--- src/rdbm_pkg.sv ---
// Shared types and constants for the round display band margin unit.
package rdbm_pkg;

	localparam int CoordW = 14;              // unsigned Q.4 coordinate width
	localparam int InW    = 15;              // signed Q.4 input width
	localparam int RootW  = CoordW;          // square root result width
	localparam int RadW   = 2 * RootW;       // radicand width
	localparam int RemW   = RootW + 1;       // partial remainder width
	localparam int AddrW  = 4;
	localparam int DataW  = 32;

	typedef logic [1:0] reg_idx_t;
	localparam reg_idx_t REG_CENTER_X = 2'd0;
	localparam reg_idx_t REG_CENTER_Y = 2'd1;
	localparam reg_idx_t REG_RADIUS   = 2'd2;
	localparam reg_idx_t REG_SLACK    = 2'd3;

	// data that rides alongside the square root
	typedef struct packed {
		logic [CoordW-1:0] bcx;
		logic [CoordW-1:0] dx;
	} side_t;

	// word travelling from one root cell to the next
	typedef struct packed {
		logic            vld;
		logic [RadW-1:0] rad;
		logic [RootW-1:0] root;
		logic [RemW-1:0] rem;
		side_t           side;
	} cell_word_t;

endpackage

--- src/rdbm_cell.sv ---
// One square root cell: resolves one root bit from two radicand bits per cycle.
module rdbm_cell (
	input  logic                clk,
	input  logic                arst_n,
	input  rdbm_pkg::cell_word_t din,
	output rdbm_pkg::cell_word_t dout
);
	import rdbm_pkg::*;

	logic [RemW+1:0] rem_ext;
	logic [RemW+1:0] trial;
	logic [RemW+1:0] diff;
	logic            ge;

	logic             vld_q;
	logic [RadW-1:0]  rad_q;
	logic [RootW-1:0] root_q;
	logic [RemW-1:0]  rem_q;
	side_t            side_q;

	always_comb begin
		rem_ext = {din.rem, din.rad[RadW-1 -: 2]};
		trial   = {1'b0, din.root, 2'b01};
		diff    = rem_ext - trial;
		ge      = (rem_ext >= trial);
	end

	always_ff @(posedge clk or negedge arst_n) begin
		if (!arst_n) begin
			vld_q <= 1'b0;
		end else begin
			vld_q <= din.vld;
		end
	end

	always_ff @(posedge clk) begin
		rad_q  <= {din.rad[RadW-3:0], 2'b00};
		root_q <= {din.root[RootW-2:0], ge};
		rem_q  <= ge ? diff[RemW-1:0] : rem_ext[RemW-1:0];
		side_q <= din.side;
	end

	assign dout = {vld_q, rad_q, root_q, rem_q, side_q};

endmodule

--- src/rdbm_root_chain.sv ---
// Row of root cells computing floor(sqrt) of the chord radicand, one bit per cell.
module rdbm_root_chain (
	input  logic                     clk,
	input  logic                     arst_n,
	input  logic                     vld,
	input  logic [rdbm_pkg::RadW-1:0] rad,
	input  rdbm_pkg::side_t          side,
	output logic                     root_vld,
	output logic [rdbm_pkg::RootW-1:0] root,
	output rdbm_pkg::side_t          root_side
);
	import rdbm_pkg::*;

	cell_word_t link [0:RootW];

	always_comb begin
		link[0].vld  = vld;
		link[0].rad  = rad;
		link[0].root = '0;
		link[0].rem  = '0;
		link[0].side = side;
	end

	for (genvar i = 0; i < RootW; i++) begin : g_cell
		rdbm_cell u_cell (
			.clk    (clk),
			.arst_n (arst_n),
			.din    (link[i]),
			.dout   (link[i+1])
		);
	end

	assign root_vld  = link[RootW].vld;
	assign root      = link[RootW].root;
	assign root_side = link[RootW].side;

endmodule

--- src/round_display_band_margin_unit.sv ---
// Top level: band margin on a round display, config registers and pipeline.
// Pipeline from start to done: 3 front stages, 14 root cells, 2 back stages.
// Throughput: one band per cycle; busy stays low, so start is taken on every cycle.
// The 14-cell root chain sets the depth; each cell resolves one root bit.
// Reset clears the config registers to zero and drops every word in flight.
// done pulses for one cycle with left_margin; the receiver cannot stall.
module round_display_band_margin_unit (
	input  logic                       clk,
	input  logic                       arst_n,
	input  logic                       psel,
	input  logic                       penable,
	input  logic                       pwrite,
	input  logic [rdbm_pkg::AddrW-1:0] paddr,
	input  logic [rdbm_pkg::DataW-1:0] pwdata,
	output logic [rdbm_pkg::DataW-1:0] prdata,
	output logic                       pready,
	input  logic                       start,
	output logic                       busy,
	input  logic [rdbm_pkg::InW-1:0]   band_top,
	input  logic [rdbm_pkg::InW-1:0]   band_height,
	input  logic [rdbm_pkg::CoordW-1:0] band_center_x,
	output logic                       done,
	output logic [rdbm_pkg::CoordW-1:0] left_margin
);
	import rdbm_pkg::*;

	logic [CoordW-1:0] cx_q, cy_q, radius_q, slack_q;
	reg_idx_t          idx;
	logic              wr_en;

	assign pready = 1'b1;
	assign busy   = 1'b0;
	assign idx    = paddr[3:2];
	assign wr_en  = psel && penable && pwrite && pready;

	always_ff @(posedge clk or negedge arst_n) begin
		if (!arst_n) begin
			cx_q     <= '0;
			cy_q     <= '0;
			radius_q <= '0;
			slack_q  <= '0;
		end else if (wr_en) begin
			unique case (idx)
				REG_CENTER_X: cx_q     <= pwdata[CoordW-1:0];
				REG_CENTER_Y: cy_q     <= pwdata[CoordW-1:0];
				REG_RADIUS:   radius_q <= pwdata[CoordW-1:0];
				REG_SLACK:    slack_q  <= pwdata[CoordW-1:0];
			endcase
		end
	end

	always_comb begin
		prdata = '0;
		unique case (idx)
			REG_CENTER_X: prdata[CoordW-1:0] = cx_q;
			REG_CENTER_Y: prdata[CoordW-1:0] = cy_q;
			REG_RADIUS:   prdata[CoordW-1:0] = radius_q;
			REG_SLACK:    prdata[CoordW-1:0] = slack_q;
		endcase
	end

	// Stage 1: edge offsets and horizontal offset magnitudes
	logic              vld_s1;
	logic [15:0]       a_top_s1, a_bot_s1;
	side_t             side_s1;
	logic [16:0]       d_top, d_bot;
	logic [14:0]       d_x;
	logic              accept;

	assign accept = start && !busy;

	always_comb begin
		d_top = {{2{band_top[InW-1]}}, band_top} - {3'b000, cy_q};
		d_bot = {{2{band_top[InW-1]}}, band_top} + {{2{band_height[InW-1]}}, band_height}
			- {3'b000, cy_q};
		d_x   = {1'b0, cx_q} - {1'b0, band_center_x};
	end

	always_ff @(posedge clk) begin
		a_top_s1    <= d_top[16] ? 16'(-d_top) : d_top[15:0];
		a_bot_s1    <= d_bot[16] ? 16'(-d_bot) : d_bot[15:0];
		side_s1.dx  <= d_x[14] ? 14'(-d_x) : d_x[13:0];
		side_s1.bcx <= band_center_x;
	end

	// Stage 2: far edge, then r - far and r + far (zero outside the circle)
	logic              vld_s2;
	logic [CoordW-1:0] dif_s2;
	logic [CoordW:0]   sum_s2;
	side_t             side_s2;
	logic [15:0]       far;
	logic              in_circle;

	always_comb begin
		far       = (a_top_s1 > a_bot_s1) ? a_top_s1 : a_bot_s1;
		in_circle = far < {2'b00, radius_q};
	end

	always_ff @(posedge clk) begin
		dif_s2  <= in_circle ? (radius_q - far[CoordW-1:0]) : '0;
		sum_s2  <= {1'b0, radius_q} + {1'b0, far[CoordW-1:0]};
		side_s2 <= side_s1;
	end

	// Stage 3: r^2 - far^2 as (r - far) * (r + far)
	logic              vld_s3;
	logic [RadW-1:0]   rad_s3;
	side_t             side_s3;
	logic [RadW:0]     prod;

	assign prod = (RadW+1)'(dif_s2) * (RadW+1)'(sum_s2);

	always_ff @(posedge clk) begin
		rad_s3  <= prod[RadW-1:0];
		side_s3 <= side_s2;
	end

	logic              root_vld;
	logic [RootW-1:0]  root;
	side_t             root_side;

	rdbm_root_chain u_chain (
		.clk       (clk),
		.arst_n    (arst_n),
		.vld       (vld_s3),
		.rad       (rad_s3),
		.side      (side_s3),
		.root_vld  (root_vld),
		.root      (root),
		.root_side (root_side)
	);

	// Stage 18: usable half-width, clamped at zero
	logic              vld_s18;
	logic [CoordW-1:0] half_s18, bcx_s18;
	logic [16:0]       usable;

	assign usable = {3'b000, root} - {3'b000, slack_q} - {3'b000, root_side.dx};

	always_ff @(posedge clk) begin
		half_s18 <= usable[16] ? '0 : usable[CoordW-1:0];
		bcx_s18  <= root_side.bcx;
	end

	// Stage 19: margin, clamped at zero
	logic              vld_s19;
	logic [CoordW-1:0] margin_s19;
	logic [CoordW:0]   m;

	assign m = {1'b0, bcx_s18} - {1'b0, half_s18};

	always_ff @(posedge clk) begin
		margin_s19 <= m[CoordW] ? '0 : m[CoordW-1:0];
	end

	always_ff @(posedge clk or negedge arst_n) begin
		if (!arst_n) begin
			vld_s1  <= 1'b0;
			vld_s2  <= 1'b0;
			vld_s3  <= 1'b0;
			vld_s18 <= 1'b0;
			vld_s19 <= 1'b0;
		end else begin
			vld_s1  <= accept;
			vld_s2  <= vld_s1;
			vld_s3  <= vld_s2;
			vld_s18 <= root_vld;
			vld_s19 <= vld_s18;
		end
	end

	assign done        = vld_s19;
	assign left_margin = margin_s19;

endmodule

--- config.mk ---
export PLATFORM = sky130hd
export DESIGN_NAME = round_display_band_margin_unit
export DESIGN_NICKNAME = d
export VERILOG_FILES = /design/src/rdbm_pkg.sv /design/src/rdbm_cell.sv /design/src/rdbm_root_chain.sv /design/src/round_display_band_margin_unit.sv
export SDC_FILE = /design/constraint.sdc
export NUM_CORES = 2
export LEC_CHECK = 0
export BUFFER_PORTS_ARGS = -buffer_cell sky130_fd_sc_hd__buf_2
export CAP_MARGIN = 10
export CORE_MARGIN = 2
export CORE_UTILIZATION = 62
export DETAILED_ROUTE_END_ITERATION = 8
export GPL_ROUTABILITY_DRIVEN = 1
export GPL_TIMING_DRIVEN = 0
export PLACE_DENSITY = 0.79
export SLEW_MARGIN = 20
export SYNTH_ARGS = -nofsm -noshare
export SYNTH_HDL_FRONTEND = slang
export SYNTH_HIERARCHICAL = 1
export SYNTH_SLANG_ARGS = --single-unit
--- constraint.sdc ---
create_clock -name clk -period 10.4 [get_ports clk]
set_input_delay 0 -clock clk [delete_from_list [all_inputs] [get_ports clk]]
set_output_delay 0 -clock clk [all_outputs]
set_load 0.01 [all_outputs]
Word level (Yosys, flattened, before mapping)
Index checks and enable logic that the tools add are counted.
- $mul: 1
- magnitude comparators: 16
- $add $sub $neg: 25
- equality and inequality tests: 3
- mux-type cells: 18
- reduce and logical (&&, ||, !) cells: 7
- operator list (kind ; number):
    two-way mux 15 bit ; 12
    case mux 14 bit (4 select lines) ; 1
    two-way mux 16 bit ; 3
    subtractor 14 x 14 -> 15 bit ; 3
    negator 16 bit ; 2
    subtractor 15 x 15 -> 16 bit ; 2
    multiplier 14 x 15 -> 28 bit ; 1
    greater-or-equal comparator 17 x 10 -> 1 bit ; 1
    greater-or-equal comparator 17 x 11 -> 1 bit ; 1
    greater-or-equal comparator 17 x 12 -> 1 bit ; 1
    greater-or-equal comparator 17 x 13 -> 1 bit ; 1
    greater-or-equal comparator 17 x 14 -> 1 bit ; 1
    greater-or-equal comparator 17 x 15 -> 1 bit ; 1
    greater-or-equal comparator 17 x 3 -> 1 bit ; 1
    greater-or-equal comparator 17 x 4 -> 1 bit ; 1
    greater-or-equal comparator 17 x 5 -> 1 bit ; 1
    greater-or-equal comparator 17 x 6 -> 1 bit ; 1
    greater-or-equal comparator 17 x 7 -> 1 bit ; 1
    greater-or-equal comparator 17 x 8 -> 1 bit ; 1
    greater-or-equal comparator 17 x 9 -> 1 bit ; 1
    subtractor 16 x 15 -> 17 bit ; 1
    adder 15 x 15 -> 16 bit ; 1
    > comparator 16 bit ; 1
    < comparator 16 x 14 -> 1 bit ; 1
    other kinds (24) ; 29
- output and inout bits: 49
- input port bits: 86
- register bits: 1152
- word-level logic and storage cells: 176

Depth between registers and ports, before layout
- depth in word-level cells: 4
- gate-level depth with buffers: 25
- depth with buffers taken out: 24

By module
Netlist, hierarchy kept.
- by module, submodules not included (module ; area an instance (um2) ; cells each ; times used ; sequential area each (um2)):
    rdbm_cell ; 2728.9 ; 216 ; 14 ; 1686.6
    round_display_band_margin_unit ; 21230.4 ; 2260 ; 1 ; 5830.6
    rdbm_root_chain ; 3.8 ; 1 ; 1 ; 0.0

Least setup slack after synthesis
OpenSTA, ideal clock, no wires.
- path kind: reg-to-reg
- start: register dif_s2[4]
- end: register rad_s3[27]
- data required time: 10.328 ns
- data arrival time: 5.958 ns
- clock period less this slack: 6.031 ns
- slack: 4.369 ns
- stages on the path, launching flop included: 25
- cells stage by stage: dfxtp_1 > clkbuf_1 > and2_1 > fa_1 > inv_1 > fa_1 > inv_1 > fa_1 > inv_1 > fa_1 > inv_1 > fa_1 > inv_1 > fa_1 > inv_1 > ha_1 > a21o_1 > a21oi_1 > o21a_1 > o41ai_1 > o31ai_2 > o31ai_1 > or4_1 > a31oi_1 > xnor2_1
- longest elaborated chain between the ends: 1
- RTL lines (element ; RTL line ; RTL):
    start, declared ; round_display_band_margin_unit.sv:88 ; logic [CoordW-1:0] dif_s2;
    start signal, assigned ; round_display_band_margin_unit.sv:100 ; dif_s2 <= in_circle ? (radius_q - far[CoordW-1:0]) : '0;
    multiplier 14 x 15 -> 28 bit ; round_display_band_margin_unit.sv:111 ; assign prod = (RadW+1)'(dif_s2) * (RadW+1)'(sum_s2);
    net prod[27] ; round_display_band_margin_unit.sv:109 ; logic [RadW:0] prod;
    end signal, assigned ; round_display_band_margin_unit.sv:114 ; rad_s3 <= prod[RadW-1:0];
    end, declared ; round_display_band_margin_unit.sv:107 ; logic [RadW-1:0] rad_s3;
The timed path passes the listed nets, and every way through them passes these cells.
A chain may end at the register's enable or synchronous reset.

Worst setup path after layout
- start: register dif_s2[10]
- end: register rad_s3[27]
The elaborated chain is that of the path after synthesis.

==> flow_metrics.env <==
export IMPL_status="finished, final reports clean"
export IMPL_clock_path_buffers=3
export IMPL_power_internal_w=0.0139
export IMPL_initial_core_util_pct=62.8
export IMPL_worstPathCellList="clkbuf_1 -> nand2_1 -> fa_1 -> inv_1 -> fa_1 -> fa_1 -> fa_1 -> fa_1 -> inv_1 -> fa_1 -> inv_1 -> ha_1 -> nand4_1 -> o41ai_1 -> o31ai_2 -> o31ai_1 -> or4_1 -> a31oi_1 -> xnor2_1"
export IMPL_ff2ff_path_depth=19
export IMPL_globalRouteOverflowTotal=0
export IMPL_path_max_fanout=10
export IMPL_insertion_delay_ns=0.75
export IMPL_grt_antenna_before_repair=1
export IMPL_tightest_slew_ns=1.02
export IMPL_ir_drop_uv=215
export IMPL_instances_no_fill=6592
export IMPL_io_pins=135
export IMPL_drive_gt1_share_pct=13.5
export IMPL_cts_buffers=114
export IMPL_finalSetupViolations=0
export IMPL_final_core_util_pct=70.9
export IMPL_setup_tns_ns=0
export IMPL_hp_class="in -> reg"
export IMPL_required_ns=10.91
export IMPL_cts_setup_buffers=0
export IMPL_max_cap_violations=0
export IMPL_grt_max_degree=57
export IMPL_cp_slowest_cell="o41ai_1"
export IMPL_fin_crit_sh_pct=67.5
export IMPL_grt_pass1_vias=37400
export IMPL_track_usage_pct=26.0
export IMPL_cts_tree="done"
export IMPL_root_buffer="clkbuf_16"
export IMPL_placed_cells=6299
export IMPL_power_leakage_nw=28.7
export IMPL_final_antenna_net_count=0
export IMPL_firstDrtPassIters=6
export IMPL_relSlewSlack_pct=32.1
export IMPL_fmax_mhz=142
export IMPL_grt_pass1_wl_mm=190
export IMPL_area_growth_pct=13.0
export IMPL_power_per_cell_area_mw_per_mm2=355
export IMPL_critPathMostFrequentCell="fa_1"
export IMPL_end_kind="flip-flop"
export IMPL_period_minus_slack_ns=7.02
export IMPL_die_h_um=301
export IMPL_p_sw_share_pct=36.9
export IMPL_place_worst_setup_slack_ns=3.43
export IMPL_die_area_mm2=0.0906
export IMPL_drt_vias_per_instance=5.45
export IMPL_dp_hpwl_mm=77.7
export IMPL_hold_viol_final=0
export IMPL_path_clk_slew_ns=0.06
export IMPL_pwr_share_comb_pct=46.2
export IMPL_rsz0062_at_grt="false"
export IMPL_syn_avg_cell_area_um2=11.0
export IMPL_holdPathStages=3
export IMPL_core_region_area_mm2=0.0872
export IMPL_row_count=108
export IMPL_drt_iter0_markers=2325
export IMPL_place_congestion=0.952
export IMPL_yosysWarnings=6
export IMPL_syn_area_mm2=0.0547
export IMPL_seqPwrFrac_pct=33.5
export IMPL_fin_skew_ns=0.0672
export IMPL_setup_ws_ns=3.38
export IMPL_cts_sinks=1255
export IMPL_syn_inst=4978
export IMPL_wl_per_cell_um=17.7
export IMPL_drc=0
export IMPL_final_nets=6063
export IMPL_die_w_um=301
export IMPL_clkPwrFrac_pct=20.3
export IMPL_slowest_delay_ns=0.85
export IMPL_route_vias_total=35900
export IMPL_htree_num_levels=3
export IMPL_critPathLaunchType="flip-flop"
export IMPL_io_buffers=92
export IMPL_cp_arrival_ns=7.54
export IMPL_crit_type="reg -> reg"
export IMPL_switching_power_w=0.00809
export IMPL_report_final_slew_viol_count=0
export IMPL_drt_wl_total_mm=117
power by group through the flow:
stage                     clock, W  combinational, W  sequential, W
after floorplan                  0           0.00801        0.00702
after global placement           0           0.00948        0.00727
after detailed placement         0           0.00974        0.00736
after CTS                  0.00451            0.0100        0.00733
after global routing       0.00473            0.0112        0.00747
final                      0.00446            0.0101        0.00735
flip-flops by register name, summed over array words and instances (netlist names), 28 cells and up:
signal                        cells
side_s1                          28
u_chain/g_cell.u_cell/root_q    196
u_chain/g_cell.u_cell/rem_q     195
rad_s3                           28
u_chain/g_cell.u_cell/dout      392
u_chain/g_cell.u_cell/rad_q     182
side_s3                          28
side_s2                          28
final cells by class:
type | instances | area, um2
clock inverter | 59 | 880
tap | 1155 | 1450
inverter | 638 | 2390
buffer | 114 | 679
timing repair buffer | 171 | 1270
sequential | 1255 | 25500
clock buffer | 155 | 3230
multi-input combinational | 3044 | 26400
antenna | 1 | 2.50
fill | 5881 | 25400
placed cells by master, fill, tap and decap left out, types with 68 or more instances in the layout:
cell type and n:
xnor2_1 231, nor2_1 244, dlygate4sd3_1 78, inv_1 638, and2_1 102, clkbuf_1 71, dfxtp_1 1180, mux2_2 122
ha_1 466, fa_1 173, conb_1 76, buf_2 92, a21oi_1 207, o21ai_0 151, xor2_1 68, dfrtp_1 75
nand2_1 245, clkbuf_16 116, mux2_4 91, o21a_1 70
final timing paths:
kind                            startpoint                                 end  slack [ns]
worst min register to register  rad_s3[14]  u_chain/g_cell[0].u_cell/rad_q[16]        0.27
max in group asynchronous           arst_n                            cx_q[11]        9.01
worst max register to register  dif_s2[10]                          rad_s3[27]        3.38
worst max-delay path            dif_s2[10]                          rad_s3[27]        3.38
min in group asynchronous           arst_n                             cy_q[6]        0.54
worst min-delay path             pwdata[2]                         radius_q[2]        0.11
routing by layer:
layer	vias up	part of all wire, %	GRT usage (%)
met1	17100	40	29.8
met5	-	0	0
li1	17300	-	-
met2	1123	50	46.8
met4	0	5.0	12.4
met3	413	5.1	4.64
per-stage QoR:
step	power (W)	hold slack (ns)	instance area [um2]
6_report	0.0219	0.114	61800
5_1_grt	0.0234	0.0903	61800
4_1_cts	0.0219	0.0105	61800
2_1_floorplan	0.0150	-0.296	55000
3_5_place_dp	0.0171	-0.0972	56900
3_3_place_gp	0.0168	0.109	56900
what timing repair did:
item / CTS / global route
resized for setup: 0 / 0
hold buffers: 77 / 1
hold endpoints to repair: 174 / 1
critical path, delay by kind of cell (launching register included):
family / cells / cell delay (ns)
fa+ha+maj: 7 / 3.55
flops: 1 / 0.44
simple gates: 3 / 0.48
buf+inv: 4 / 0.65
xor+xnor: 1 / 0.14
compound gates: 4 / 1.58
(Power assumes the default switching activity.)
